`config.mk`:
```
export PLATFORM = sky130hd
export DESIGN_NAME = pwm_commanded_position_controller_top
export DESIGN_NICKNAME = d
export VERILOG_FILES = /design/src/rtl/pcpc_pkg.sv /design/src/rtl/pcpc_serial_unit.sv /design/src/rtl/pwm_commanded_position_controller_top.sv
export SDC_FILE = /design/constraint.sdc
export NUM_CORES = 2
export LEC_CHECK = 0
export BUFFER_PORTS_ARGS = -buffer_cell sky130_fd_sc_hd__buf_2
export CORE_AREA = 2 2 308 310
export DETAILED_ROUTE_END_ITERATION = 8
export DIE_AREA = 0 0 310 312
export PLACE_DENSITY = 0.61
export SLEW_MARGIN = 20
export SYNTH_ARGS = -nofsm -noshare
export SYNTH_HDL_FRONTEND = slang
export SYNTH_HIERARCHICAL = 1
export SYNTH_SLANG_ARGS = --single-unit
```
`constraint.sdc`:
```
create_clock -name aclk -period 11.5 [get_ports aclk]
set_input_delay 2.875 -clock aclk [delete_from_list [all_inputs] [get_ports aclk]]
set_output_delay 2.875 -clock aclk [all_outputs]
set_load 0.02 [all_outputs]
```
`src/rtl/pcpc_pkg.sv`:
```
// ----------------------------------------------------------------------------
// pcpc_pkg: shared types and constants
// Register indexes, opcodes, control state encoding and fixed widths.
// ----------------------------------------------------------------------------
package pcpc_pkg;

    localparam int CFG_DATA_W = 32;
    localparam int CFG_IDX_W  = 3;

    localparam logic [CFG_IDX_W-1:0] REG_PULSE_MIN  = 3'd0;
    localparam logic [CFG_IDX_W-1:0] REG_PULSE_MAX  = 3'd1;
    localparam logic [CFG_IDX_W-1:0] REG_COUNT_MIN  = 3'd2;
    localparam logic [CFG_IDX_W-1:0] REG_COUNT_MAX  = 3'd3;
    localparam logic [CFG_IDX_W-1:0] REG_DEAD_BAND  = 3'd4;
    localparam logic [CFG_IDX_W-1:0] REG_BRAKE_GAIN = 3'd5;
    localparam logic [CFG_IDX_W-1:0] REG_SPEED_LIM  = 3'd6;
    localparam logic [CFG_IDX_W-1:0] REG_TIMEOUT    = 3'd7;

    localparam logic OP_PULSE  = 1'b0;
    localparam logic OP_SAMPLE = 1'b1;

    localparam logic [15:0] GATE_LO_US = 16'd500;
    localparam logic [15:0] GATE_HI_US = 16'd2500;

    // Widths of the serial datapath.
    localparam int MUL_A_W = 26;   // multiplicand magnitude (span of counts or error beyond dead band)
    localparam int MUL_B_W = 17;   // multiplier (pulse offset or gain)
    localparam int PROD_W  = MUL_A_W + MUL_B_W;
    localparam int CNT_W   = 6;

    typedef enum logic [2:0] {
        ST_IDLE,
        ST_MUL,
        ST_DIV,
        ST_FINISH,
        ST_OUT
    } ctl_state_t;

    // States of the shared serial arithmetic unit.
    typedef enum logic [1:0] {
        SU_IDLE,
        SU_MUL,
        SU_DIV,
        SU_DONE
    } su_state_t;

    // Request to the shared serial arithmetic unit.
    typedef struct packed {
        logic                 start;
        logic                 do_div;     // divide product by divisor after multiply
        logic [MUL_A_W-1:0]   mul_a;
        logic [MUL_B_W-1:0]   mul_b;
        logic [MUL_B_W-1:0]   divisor;
    } ser_req_t;

    typedef struct packed {
        logic               done;
        logic [PROD_W-1:0]  result;
    } ser_rsp_t;

endpackage

```
`src/rtl/pcpc_serial_unit.sv`:
```
// ----------------------------------------------------------------------------
// pcpc_serial_unit: bit-serial multiply and divide
// Shift-add multiply one bit a cycle, then optional restoring divide one
// quotient bit a cycle. Operands are unsigned magnitudes.
// ----------------------------------------------------------------------------
module pcpc_serial_unit
    import pcpc_pkg::*;
(
    input  logic     aclk,
    input  logic     aresetn,
    input  ser_req_t req,
    output ser_rsp_t rsp
);

    localparam int DIV_W = PROD_W;

    su_state_t              state_reg, state_next;
    logic [CNT_W-1:0]       cnt_reg, cnt_next;
    logic [PROD_W-1:0]      acc_reg, acc_next;
    logic [PROD_W-1:0]      mcand_reg, mcand_next;
    logic [MUL_B_W-1:0]     mplier_reg, mplier_next;
    logic [MUL_B_W-1:0]     dvsr_reg, dvsr_next;
    logic                   dodiv_reg, dodiv_next;
    logic [MUL_B_W:0]       rem_reg, rem_next;
    logic [MUL_B_W:0]       rem_shift;

    always_comb begin
        rem_shift = {rem_reg[MUL_B_W-1:0], acc_reg[PROD_W-1]};
    end

    always_comb begin
        state_next  = state_reg;
        cnt_next    = cnt_reg;
        acc_next    = acc_reg;
        mcand_next  = mcand_reg;
        mplier_next = mplier_reg;
        dvsr_next   = dvsr_reg;
        dodiv_next  = dodiv_reg;
        rem_next    = rem_reg;
        case (state_reg)
            SU_IDLE: begin
                if (req.start) begin
                    acc_next    = '0;
                    mcand_next  = PROD_W'(req.mul_a);
                    mplier_next = req.mul_b;
                    dvsr_next   = req.divisor;
                    dodiv_next  = req.do_div;
                    cnt_next    = CNT_W'(MUL_B_W - 1);
                    state_next  = SU_MUL;
                end
            end
            SU_MUL: begin
                if (mplier_reg[0]) begin
                    acc_next = acc_reg + mcand_reg;
                end
                mcand_next  = mcand_reg << 1;
                mplier_next = mplier_reg >> 1;
                if (cnt_reg == '0) begin
                    rem_next = '0;
                    cnt_next = CNT_W'(DIV_W - 1);
                    state_next = dodiv_reg ? SU_DIV : SU_DONE;
                end else begin
                    cnt_next = cnt_reg - 1'b1;
                end
            end
            SU_DIV: begin
                // Quotient bits shift into the low end of acc.
                if (rem_shift >= {1'b0, dvsr_reg}) begin
                    rem_next = rem_shift - {1'b0, dvsr_reg};
                    acc_next = {acc_reg[PROD_W-2:0], 1'b1};
                end else begin
                    rem_next = rem_shift;
                    acc_next = {acc_reg[PROD_W-2:0], 1'b0};
                end
                if (cnt_reg == '0) begin
                    state_next = SU_DONE;
                end else begin
                    cnt_next = cnt_reg - 1'b1;
                end
            end
            SU_DONE: begin
                state_next = SU_IDLE;
            end
            default: begin
                state_next = SU_IDLE;
            end
        endcase
    end

    always_ff @(posedge aclk) begin
        if (!aresetn) begin
            state_reg <= SU_IDLE;
        end else begin
            state_reg <= state_next;
        end
        cnt_reg    <= cnt_next;
        acc_reg    <= acc_next;
        mcand_reg  <= mcand_next;
        mplier_reg <= mplier_next;
        dvsr_reg   <= dvsr_next;
        dodiv_reg  <= dodiv_next;
        rem_reg    <= rem_next;
    end

    assign rsp.done   = (state_reg == SU_DONE);
    assign rsp.result = acc_reg;

    a_start_idle: assert property (@(posedge aclk) disable iff (!aresetn)
        (state_reg == SU_DONE) |=> (state_reg == SU_IDLE))
        else $error("serial unit did not return to idle");
    a_div_nonzero: assert property (@(posedge aclk) disable iff (!aresetn)
        (state_reg == SU_DIV) |-> (dvsr_reg != '0))
        else $error("divide by zero in serial unit");
    a_done_one: assert property (@(posedge aclk) disable iff (!aresetn)
        rsp.done |=> !rsp.done)
        else $error("done held for more than one cycle");

endmodule

```
`src/rtl/pwm_commanded_position_controller_top.sv`:
```
// ----------------------------------------------------------------------------
// pwm_commanded_position_controller_top: pulse-commanded position controller
// Gates and maps command pulses to a target and regulates a speed command.
// ----------------------------------------------------------------------------
// One item is worked on at a time. A sample item whose error falls in the
// braking ramp, and every accepted command pulse with a pulse range that is
// not empty, pass through a shared bit-serial unit: a shift-add multiply, and
// for pulses a further restoring divide. When m_valid rises, the input is
// ready again in that same cycle. A dropped pulse gives no result and frees
// the input. The result sits in an output register; while it waits for m_ready
// the next item is already worked on, and that item stalls only when its own
// result is due.
// Configuration is to be written through the plain write port only while the
// block is idle; the block itself does not enforce this. The brake gain
// division by the gain scale is a right shift, so the gain scale is given by
// its base-2 logarithm, GainScaleLog2.
// ----------------------------------------------------------------------------
module pwm_commanded_position_controller_top
    import pcpc_pkg::*;
#(
    parameter int DzExitMul     = 2,
    parameter int ReverseLock   = 200,
    parameter int GainScaleLog2 = 8,
    parameter int MinBrakeSpeed = 50,
    parameter int CruiseErr     = 1000
) (
    input  logic                  aclk,
    input  logic                  aresetn,
    input  logic                  cfg_we,
    input  logic [CFG_IDX_W-1:0]  cfg_index,
    input  logic [CFG_DATA_W-1:0] cfg_data,
    input  logic                  s_valid,
    output logic                  s_ready,
    input  logic                  s_opcode,
    input  logic [15:0]           s_pulse_width_us,
    input  logic signed [23:0]    s_position_count,
    input  logic [31:0]           s_time_ms,
    output logic                  m_valid,
    input  logic                  m_ready,
    output logic signed [15:0]    m_speed_command,
    output logic                  m_is_settled,
    output logic                  m_is_holding
);

    localparam int EW = 27;  // error width, with guard bits

    // Configuration registers.
    logic [15:0]        pmin_reg, pmax_reg, dband_reg, gain_reg;
    logic signed [23:0] cmin_reg, cmax_reg;
    logic [14:0]        vlim_reg;
    logic [31:0]        tmo_reg;

    always_ff @(posedge aclk) begin
        if (!aresetn) begin
            pmin_reg  <= 16'd1000;
            pmax_reg  <= 16'd2000;
            cmin_reg  <= 24'sd0;
            cmax_reg  <= 24'sd4096;
            dband_reg <= 16'd20;
            gain_reg  <= 16'd256;
            vlim_reg  <= 15'd32767;
            tmo_reg   <= 32'd500;
        end else if (cfg_we) begin
            case (cfg_index)
                REG_PULSE_MIN:  pmin_reg  <= cfg_data[15:0];
                REG_PULSE_MAX:  pmax_reg  <= cfg_data[15:0];
                REG_COUNT_MIN:  cmin_reg  <= cfg_data[23:0];
                REG_COUNT_MAX:  cmax_reg  <= cfg_data[23:0];
                REG_DEAD_BAND:  dband_reg <= cfg_data[15:0];
                REG_BRAKE_GAIN: gain_reg  <= cfg_data[15:0];
                REG_SPEED_LIM:  vlim_reg  <= cfg_data[14:0];
                REG_TIMEOUT:    tmo_reg   <= cfg_data;
                default: begin
                end
            endcase
        end
    end

    // Controller state.
    logic signed [23:0] target_reg, target_next;
    logic signed [23:0] filt_reg, filt_next;
    logic               primed_reg, primed_next;
    logic signed [15:0] speed_reg, speed_next;
    logic [1:0]         dir_reg, dir_next;      // 01 forward, 10 reverse
    logic               hold_reg, hold_next;
    logic               cvalid_reg, cvalid_next;
    logic               settled_reg, settled_next;
    logic [31:0]        lastms_reg, lastms_next;

    // Old target is kept until the pulse result is committed.
    logic signed [23:0] old_target_reg;

    // Latched item.
    logic               op_reg, op_next;
    logic [15:0]        pw_reg, pw_next;
    logic signed [23:0] pos_reg, pos_next;
    logic [31:0]        now_reg, now_next;

    // Values held between the start and end of a serial operation.
    logic               neg_reg, neg_next;      // sign of the pending product
    logic signed [EW-1:0] err_reg, err_next;

    ctl_state_t state_reg, state_next;
    logic       mv_reg, mv_next;

    ser_req_t req;
    ser_rsp_t rsp;

    pcpc_serial_unit u_ser (
        .aclk    (aclk),
        .aresetn (aresetn),
        .req     (req),
        .rsp     (rsp)
    );

    function automatic logic [25:0] abs_diff(input logic signed [23:0] a,
                                             input logic signed [23:0] b);
        logic signed [25:0] d;
        d = 26'(a) - 26'(b);
        return d[25] ? 26'(-d) : 26'(d);
    endfunction

    // Derived thresholds.
    logic [16:0] dz;
    logic [21:0] dz_exit, cruise;
    logic [16:0] kp;
    always_comb begin
        dz      = (dband_reg == '0) ? 17'd1 : {1'b0, dband_reg};
        dz_exit = 22'(dz) * 22'(DzExitMul);
        cruise  = (22'(CruiseErr) <= dz_exit) ? dz_exit + 22'd1 : 22'(CruiseErr);
        kp      = (gain_reg == '0) ? 17'd1 : {1'b0, gain_reg};
    end

    // Pulse mapping operands.
    logic [15:0] pw_cl;
    logic signed [24:0] span_cnt;
    logic [24:0] span_mag;
    always_comb begin
        pw_cl = pw_reg;
        if (pw_cl < pmin_reg) pw_cl = pmin_reg;
        if (pw_cl > pmax_reg) pw_cl = pmax_reg;
        span_cnt = 25'(cmax_reg) - 25'(cmin_reg);
        span_mag = span_cnt[24] ? 25'(-span_cnt) : 25'(span_cnt);
    end

    // Sample stage: filter, timeout, error.
    logic signed [24:0] fsum;
    logic signed [23:0] filt_new;
    logic               to_hit;
    logic signed [EW-1:0] err;
    logic [EW-1:0]      aerr;
    always_comb begin
        fsum     = 25'(filt_reg) + 25'(pos_reg);
        filt_new = primed_reg ? 24'((fsum + 25'(fsum[24])) >>> 1) : pos_reg;
        to_hit   = cvalid_reg && ((now_reg - lastms_reg) > tmo_reg);
        err      = EW'(target_reg) - EW'(filt_new);
        aerr     = err[EW-1] ? EW'(-err) : EW'(err);
    end

    // Brake speed from product.
    logic [PROD_W-1:0] brk;
    logic [15:0]       spd_mag;
    logic signed [16:0] spd_s;
    logic signed [EW-1:0] err_h;
    always_comb begin
        err_h   = err_reg;
        brk     = rsp.result >> GainScaleLog2;
        if (brk > PROD_W'(vlim_reg)) brk = PROD_W'(vlim_reg);
        if (brk < PROD_W'(MinBrakeSpeed)) brk = PROD_W'(MinBrakeSpeed);
        if (brk > PROD_W'(vlim_reg)) brk = PROD_W'(vlim_reg);
        spd_mag = 16'(brk);
        spd_s   = err_h[EW-1] ? -17'(spd_mag) : 17'(spd_mag);
    end

    // Next state and datapath.
    logic [PROD_W-1:0] q_signed;
    always_comb begin
        state_next   = state_reg;
        mv_next      = mv_reg;
        target_next  = target_reg;
        filt_next    = filt_reg;
        primed_next  = primed_reg;
        speed_next   = speed_reg;
        dir_next     = dir_reg;
        hold_next    = hold_reg;
        cvalid_next  = cvalid_reg;
        settled_next = settled_reg;
        lastms_next  = lastms_reg;
        op_next      = op_reg;
        pw_next      = pw_reg;
        pos_next     = pos_reg;
        now_next     = now_reg;
        neg_next     = neg_reg;
        err_next     = err_reg;
        req          = '0;
        q_signed     = neg_reg ? PROD_W'(-rsp.result) : rsp.result;
        if (m_valid && m_ready) begin
            mv_next = 1'b0;
        end
        case (state_reg)
            ST_IDLE: begin
                if (s_valid && s_ready) begin
                    op_next  = s_opcode;
                    pw_next  = s_pulse_width_us;
                    pos_next = s_position_count;
                    now_next = s_time_ms;
                    state_next = ST_FINISH;
                end
            end
            ST_FINISH: begin
                if (op_reg == OP_PULSE) begin
                    if (pw_reg < GATE_LO_US || pw_reg > GATE_HI_US) begin
                        state_next = ST_IDLE;
                    end else if (pmax_reg <= pmin_reg) begin
                        target_next = cmin_reg;
                        state_next  = ST_OUT;
                    end else begin
                        req.start   = 1'b1;
                        req.do_div  = 1'b1;
                        req.mul_a   = MUL_A_W'(span_mag);
                        req.mul_b   = MUL_B_W'(pw_cl - pmin_reg);
                        req.divisor = MUL_B_W'(pmax_reg - pmin_reg);
                        neg_next    = span_cnt[24];
                        state_next  = ST_DIV;
                    end
                end else begin
                    filt_next   = filt_new;
                    primed_next = 1'b1;
                    err_next    = err;
                    state_next  = ST_OUT;
                    if (to_hit) begin
                        hold_next   = 1'b1;
                        cvalid_next = 1'b0;
                    end
                    if (hold_reg || to_hit) begin
                        speed_next   = '0;
                        settled_next = 1'b1;
                        dir_next     = 2'b00;
                    end else if (settled_reg && aerr <= EW'(dz_exit)) begin
                        speed_next = '0;
                        dir_next   = 2'b00;
                    end else if (!settled_reg && aerr < EW'(dz)) begin
                        settled_next = 1'b1;
                        speed_next   = '0;
                        dir_next     = 2'b00;
                    end else begin
                        settled_next = 1'b0;
                        if (aerr < EW'(ReverseLock) &&
                            ((dir_reg == 2'b01 && err < 0) ||
                             (dir_reg == 2'b10 && err > 0))) begin
                            speed_next = '0;
                        end else if (aerr >= EW'(cruise)) begin
                            speed_next = err[EW-1] ? -16'(vlim_reg) : 16'(vlim_reg);
                            if (vlim_reg != '0) dir_next = err[EW-1] ? 2'b10 : 2'b01;
                        end else begin
                            req.start  = 1'b1;
                            req.do_div = 1'b0;
                            req.mul_a  = MUL_A_W'(aerr - EW'(dz));
                            req.mul_b  = kp;
                            state_next = ST_MUL;
                        end
                    end
                end
            end
            ST_MUL: begin
                if (rsp.done) begin
                    speed_next = 16'(spd_s);
                    if (spd_s > 0) dir_next = 2'b01;
                    else if (spd_s < 0) dir_next = 2'b10;
                    state_next = ST_OUT;
                end
            end
            ST_DIV: begin
                if (rsp.done) begin
                    target_next = 24'(25'(cmin_reg) + 25'(q_signed));
                    state_next  = ST_OUT;
                end
            end
            ST_OUT: begin
                if (op_reg == OP_PULSE) begin
                    if (abs_diff(target_reg, old_target_reg) > 26'(dband_reg)) begin
                        settled_next = 1'b0;
                    end
                    hold_next   = 1'b0;
                    cvalid_next = 1'b1;
                    lastms_next = now_reg;
                end
                if (!mv_reg || m_ready) begin
                    mv_next    = 1'b1;
                    state_next = ST_IDLE;
                end
            end
            default: begin
                state_next = ST_IDLE;
            end
        endcase
    end

    logic pulse_commit;
    assign pulse_commit = (state_reg == ST_OUT) && (op_reg == OP_PULSE)
                          && (!mv_reg || m_ready);

    always_ff @(posedge aclk) begin
        if (!aresetn) begin
            state_reg   <= ST_IDLE;
            mv_reg      <= 1'b0;
            target_reg  <= '0;
            old_target_reg <= '0;
            filt_reg    <= '0;
            primed_reg  <= 1'b0;
            speed_reg   <= '0;
            dir_reg     <= 2'b00;
            hold_reg    <= 1'b0;
            cvalid_reg  <= 1'b0;
            settled_reg <= 1'b1;
            lastms_reg  <= '0;
        end else begin
            state_reg   <= state_next;
            mv_reg      <= mv_next;
            target_reg  <= target_next;
            if (state_reg == ST_IDLE) old_target_reg <= target_reg;
            filt_reg    <= filt_next;
            primed_reg  <= primed_next;
            speed_reg   <= speed_next;
            dir_reg     <= dir_next;
            hold_reg    <= hold_next;
            cvalid_reg  <= cvalid_next;
            settled_reg <= (state_reg == ST_OUT && op_reg == OP_PULSE && !pulse_commit)
                           ? settled_reg : settled_next;
            lastms_reg  <= lastms_next;
        end
        op_reg  <= op_next;
        pw_reg  <= pw_next;
        pos_reg <= pos_next;
        now_reg <= now_next;
        neg_reg <= neg_next;
        err_reg <= err_next;
    end

    // Output register: loaded when a result is handed over.
    logic signed [15:0] o_speed_reg;
    logic               o_set_reg, o_hold_reg;
    always_ff @(posedge aclk) begin
        if (state_reg == ST_OUT && (!mv_reg || m_ready)) begin
            o_speed_reg <= speed_reg;
            o_set_reg   <= settled_next;
            o_hold_reg  <= hold_next;
        end
    end

    assign s_ready         = (state_reg == ST_IDLE);
    assign m_valid         = mv_reg;
    assign m_speed_command = o_speed_reg;
    assign m_is_settled    = o_set_reg;
    assign m_is_holding    = o_hold_reg;

    a_hold_zero: assert property (@(posedge aclk) disable iff (!aresetn)
        hold_reg |-> (speed_reg == '0 || $past(state_reg) != ST_FINISH))
        else $error("speed not zero while holding");
    a_hold_settled: assert property (@(posedge aclk) disable iff (!aresetn)
        hold_reg |-> settled_reg)
        else $error("holding without being settled");
    a_dir_valid: assert property (@(posedge aclk) disable iff (!aresetn)
        dir_reg != 2'b11)
        else $error("both drive directions set");
    a_stall_hold: assert property (@(posedge aclk) disable iff (!aresetn)
        (m_valid && !m_ready) |=> m_valid)
        else $error("result dropped under stall");

endmodule
```
==> Word-level counts from Yosys, hierarchy flattened <==
Index checks and enable logic that the tools add are counted.
{ "word_totals": {"regBits": 552, "output_inout_bits": 20, "wordCells": 275} }
{ "op_classes": {"add_sub_neg": 20, "n_lt_le_gt_ge": 20, "n_eq_ne": 37, "mux": 100, "n_bitwise": 4, "reduce_logical": 57} }
{ "ops": {"columns": ["cell", "n"], "rows": [
  ["two-way mux 45 bit", 6],
  ["two-way mux 16 bit", 13],
  ["two-way mux 62 bit", 3],
  ["two-way mux 24 bit", 6],
  ["two-way mux 43 bit", 3],
  ["case mux 43 bit (3 select lines)", 1],
  ["case mux 43 bit (2 select lines)", 1],
  ["two-way mux 17 bit", 5],
  ["subtractor 24 x 24 -> 25 bit", 3],
  ["two-way mux 35 bit", 2],
  ["case mux 17 bit (2 select lines)", 2],
  ["case mux 24 bit (2 select lines)", 1],
  ["adder 43 bit", 1],
  ["> comparator 43 x 15 -> 1 bit", 1],
  ["< comparator 43 x 6 -> 1 bit (second input constant)", 1],
  ["> comparator 35 x 15 -> 1 bit", 1],
  ["subtractor 16 x 16 -> 17 bit", 2],
  ["two-way mux 3 bit", 11],
  ["> comparator 32 bit", 1],
  ["zero test 16 bit", 2],
  ["case mux 16 bit (2 select lines)", 1],
  ["subtractor 32 bit", 1],
  ["two-way mux 2 bit", 14],
  ["AND reduction 2 bit", 14],
  ["66 further kinds", 142]
]} }

==> Longest topological paths before layout <==
{ "logic_depth": {"depth_word": 16, "mapped_depth": 53, "ltp_nobuf": 47} }

==> Modules after synthesis <==
Netlist, hierarchy kept.
{ "by_module_without_submodules": {"columns": ["module", "n_inst", "cells_per_inst", "area_per_inst_um2", "seq_area_each_um2"], "rows": [
  ["pwm_commanded_position_controller_top", 1, 4194, 32560.0, 8578.2],
  ["pcpc_serial_unit", 1, 873, 9236.4, 4364.2]
]} }

==> Worst setup path after synthesis <==
No wires, ideal clock.
{ "synth_path": {"kind": "reg2reg", "start": "register pos_reg[0]", "end": "register u_ser.acc_reg[0] (enable)", "arrival_ns": 11.304, "setup_slack_ns": -0.262, "path_stages_with_launch": 47, "period_less_slack_ns": 11.762, "path_cell_list": "edfxtp_1 > ha_1 > fa_1 > a21o_1 > a21oi_1 > o21bai_1 > a311o_1 > a311o_1 > a21oi_1 > a211o_1 > a32oi_1 > nand4b_1 > or3_1 > nand3_1 > o21ai_0 > ha_1 > buf_2 > a21oi_2 > (+11 left out) > ha_1 > o21ai_0 > nand2_1 > nand3_1 > a21bo_2 > o21ai_0 > o211ai_1 > a31oi_1 > o41ai_1 > a21oi_1 > and3_1 > buf_4 > nand2_4 > buf_6 > nand2_1 > nand2b_1 > nand2b_1 > a21oi_1"} }
{ "synth_rtl": {"columns": ["element", "line", "rtl"], "rows": [
  ["from (decl)", "pwm_commanded_position_controller_top.sv:96", "logic signed [23:0] pos_reg, pos_next;"],
  ["from (signal assigned)", "pwm_commanded_position_controller_top.sv:334", "pos_reg <= pos_next;"],
  ["to (signal assigned)", "pcpc_serial_unit.sv:97", "acc_reg <= acc_next;"],
  ["to (decl)", "pcpc_serial_unit.sv:19", "logic [PROD_W-1:0] acc_reg, acc_next;"]
]} }

==> flow_summary.ini <==
[clock_network]
h-tree-depth = 3
clk_pin_slew_ns = 0.06
clockRootBuffer = clkbuf_16
cts_tree = yes
clk_latency_ns = 0.65
cts-buffers-inserted = 68
ctsHoldBuffers = 0
clk_path_buf_depth = 3
numClockSinks = 528

[yosys]
synthAdderAreaFrac = 0.1283
syn_nets = 5602
synth_ff_type = dfxtp_1
yosys.area_share.xor_xnor = 0.06433
yosysTopAreaCellShare = 0.1703
ys_ff_latch = 528
synth_compound_area_frac = 0.2283
yosysUniqueCellTypes = 119
synth_async_sr_flop_share = 0
yosys_warnings = 6
syn_area_mm2 = 0.04180
synthMuxAreaShare = 0.02565
syn_inst = 5067
synth-simple-area-share = 0.1939
synth_area_leaders = edfxtp_1 17%, dfxtp_1 14%, ha_1 12%
synth_edf_count = 237
syn_area_per_cell_um2 = 8.249
ys_seq_area_frac = 0.3097
yosys.area.top_type = edfxtp_1
synth_top_family_by_area = compound AO/OA/AOI/OAI gates

[critical_path]
crit_fanout = 43
rrSetupSlack_ns = 0.76
reg2reg_depth = 43
r2r_end = u_ser/acc_reg[19]$_DFFE_PP_
arrival_ns = 11.02
worstPathRequired_ns = 11.78
end_kind = register
path_class = reg2reg
r2r-start = pos_reg[0]$_DFFE_PP_
crit_slowest_cell = or4_1
start_kind = register
slowest_delay_ns = 0.56
startpoint = pos_reg[0]$_DFFE_PP_

[grt]
overflow = 0
grt_pass1_vias = 34300
grt_first_pass_wirelength_um = 200000
grt_usage = 0.2628
grt_antenna_before_repair = 4
grt_max_degree = 86

[timing]
tns_ns = 0
relSlewSlack = 0.2700
worst_pin_slew_ns = 1.092
skew_ns = 0.03013
fin_crit_sh = 0.9339
clock.fmax_mhz = 93.11
fin_crit_ns = 10.74
finalMaxSlewViolations = 0
hold_violations = 0
final-setup-viol-count = 0
grt_setup_unrepaired = no

[die]
fp.dieH_um = 312
fp-row-count = 112
start_util = 0.4492
ioPinCount = 133
dieArea_mm2 = 0.09672
core_mm2 = 0.09305
fp.dieW_um = 310

[route]
drc_errors = 0
via_per_inst = 5.802
num_vias = 37300
dr.first_iter.drc_count = 3009
first_pass_iters = 8
routedWlPerCell_um = 20.19
wirelength_um = 129800
drt.antenna.violating_nets = 0

[worst_hold_path]
holdPathStages = 0
hold_start = speed_reg[10]$_SDFFE_PN0P_
hold_class = reg2reg
whs_endpoint = m_speed_command[10]$_DFFE_PP_

[placed_design]
numPortBuffers = 132
gp_congestion = 0.9294
dp_hpwl_um = 98200

[power_and_ir_drop]
peakVddDrop_mv = 0.1268
p_leak_nw = 17.89
power_density_mw_per_mm2 = 172.1

[layout]
fin_nets = 5653
drive_gt1_frac = 0.09785
syn_to_final_growth_pct = 10.06
fillerInstances = 9089
final_util = 0.4944

[job]
maxCapViolCount = 0

[run_status]
status = finished, final reports clean
-- critical path: cells and delay by family, from the launching register on --
| family | cells | cell delay (ns) |
|---|---|---|
| and+or+nand+nor | 16 | 2.90 |
| adders and majority gates | 5 | 1.62 |
| buffers and inverters | 2 | 0.53 |
| xor gates and xnor gates | 1 | 0.15 |
| DFF | 1 | 0.39 |
| AOI/OAI and AO/OA | 19 | 4.76 |
-- area by class of cell --
type                       instances  area, um^2  area share
tap                             1254        1569     0.03411
timing repair buffer             187        1085     0.02358
inverter                         329        1242     0.02701
multi-input combinational       4004       26880      0.5844
clock inverter                    24       310.3    0.006745
sequential                       528       12940      0.2813
clock buffer                      99        1961     0.04262
antenna                            4       10.01   0.0002176
-- cells in the mapped netlist, drive strengths merged (23+ instances only) --
| master | number |
|---|---|
| inv | 324 |
| mux2 | 65 |
| nor4 | 34 |
| o21a | 69 |
| o21bai | 23 |
| nor2 | 385 |
| a21oi | 487 |
| xnor2 | 206 |
| a21o | 108 |
| mux2i | 34 |
| dfxtp | 291 |
| a22oi | 40 |
| edfxtp | 237 |
| o31ai | 27 |
| nand3 | 88 |
| buf | 28 |
| a211oi | 86 |
| nor3 | 95 |
| or3 | 46 |
| nor2b | 67 |
| ha | 411 |
| a21boi | 27 |
| clkbuf | 178 |
| xor2 | 101 |
| or2 | 37 |
| a31oi | 40 |
| o21ai | 278 |
| and2 | 60 |
| nand2 | 695 |
| nand2b | 48 |
| and3 | 35 |
| nand4 | 64 |
| o211ai | 74 |
-- placed cells by master (no fill, tap or decap), types with 15 or more instances in the layout --
master,count
a21oi_1,484
clkbuf_1,19
xor2_1,101
or3_1,45
buf_2,132
mux2i_1,34
o31ai_1,24
or4_1,19
nand2b_1,48
nor2_1,379
and2_1,57
o21bai_1,23
a22oi_1,30
clkbuf_16,70
nand3_1,88
a21o_1,107
mux2_2,63
and3_1,35
ha_1,410
buf_4,53
o21a_1,69
o211ai_1,71
a21boi_0,27
o221a_2,16
a31o_2,15
nand4_1,64
xnor2_1,206
o21ai_1,16
a31oi_1,39
or2_2,31
nand2_1,692
nor4_1,31
nor3_1,90
dfxtp_1,291
nor2b_1,66
edfxtp_1,237
a211oi_1,73
inv_1,324
o21ai_0,258
-- how the worst max path moves through the flow --
stage | endpoint | slack, ns | cells past startpoint
global route | u_ser/mplier_reg[15]$_DFFE_PP_ | 0.06 | 46
global placement | u_ser/mcand_reg[25]$_DFFE_PP_ | 0.58 | 40
detailed placement | u_ser/mcand_reg[23]$_DFFE_PP_ | 0.42 | 40
finish | u_ser/acc_reg[19]$_DFFE_PP_ | 0.76 | 43
CTS | u_ser/mplier_reg[16]$_SDFFCE_PP0P_ | 0.36 | 40
floorplan | u_ser/acc_reg[0]$_DFFE_PP_ | 0.70 | 46
-- metal layers --
metal	part of all wire	GRT usage	routed length [um]
met5	0.00045	0	59
met4	0.030	0.07971	3840
met3	0.063	0.03601	8200
met2	0.43	0.4030	56330
met1	0.47	0.3815	61360
-- power by group --
part | internal [mW] | leakage (nW) | switching, mW
combinational | 1.32 | 12.3 | 2.06
clock | 1.29 | 1.11 | 0.896
sequential | 2.17 | 4.51 | 0.185
total | 4.77 | 17.9 | 3.14
-- cell families (layout without fill, tap and decap cells) --
group | count (synthesis) | count (layout)
adders and majority gates | 422 | 422
other | 0 | 4
DFF | 528 | 528
muxes | 99 | 99
xor gates and xnor gates | 307 | 307
AOI/OAI and AO/OA | 1449 | 1449
buffers and inverters | 535 | 639
and+or+nand+nor | 1727 | 1727
-- metrics by stage --
| step | instance area, um^2 | std cells | power, mW | setup WS, ns | hold WS [ns] |
|---|---|---|---|---|---|
| floorplan | 41800 | 5067 | 4.766 | 0.7032 | 0.4087 |
| global placement | 43680 | 6300 | 5.680 | 0.5846 | 0.4196 |
| detailed placement | 43680 | 6300 | 5.702 | 0.4202 | 0.4203 |
| CTS | 45950 | 6423 | 7.915 | 0.3599 | 0.4337 |
| global route | 45990 | 6425 | 8.387 | 0.05782 | 0.4475 |
| finish | 46000 | 6429 | 7.917 | 0.7596 | 0.4298 |
-- what timing repair did --
| action | in CTS | in global routing |
|---|---|---|
| setup endpoints to repair | 0 | 129 |
| gates resized for setup | 0 | 4 |
| setup buffers | 0 | 2 |
Note: power is estimated with default switching activity, not from simulation.
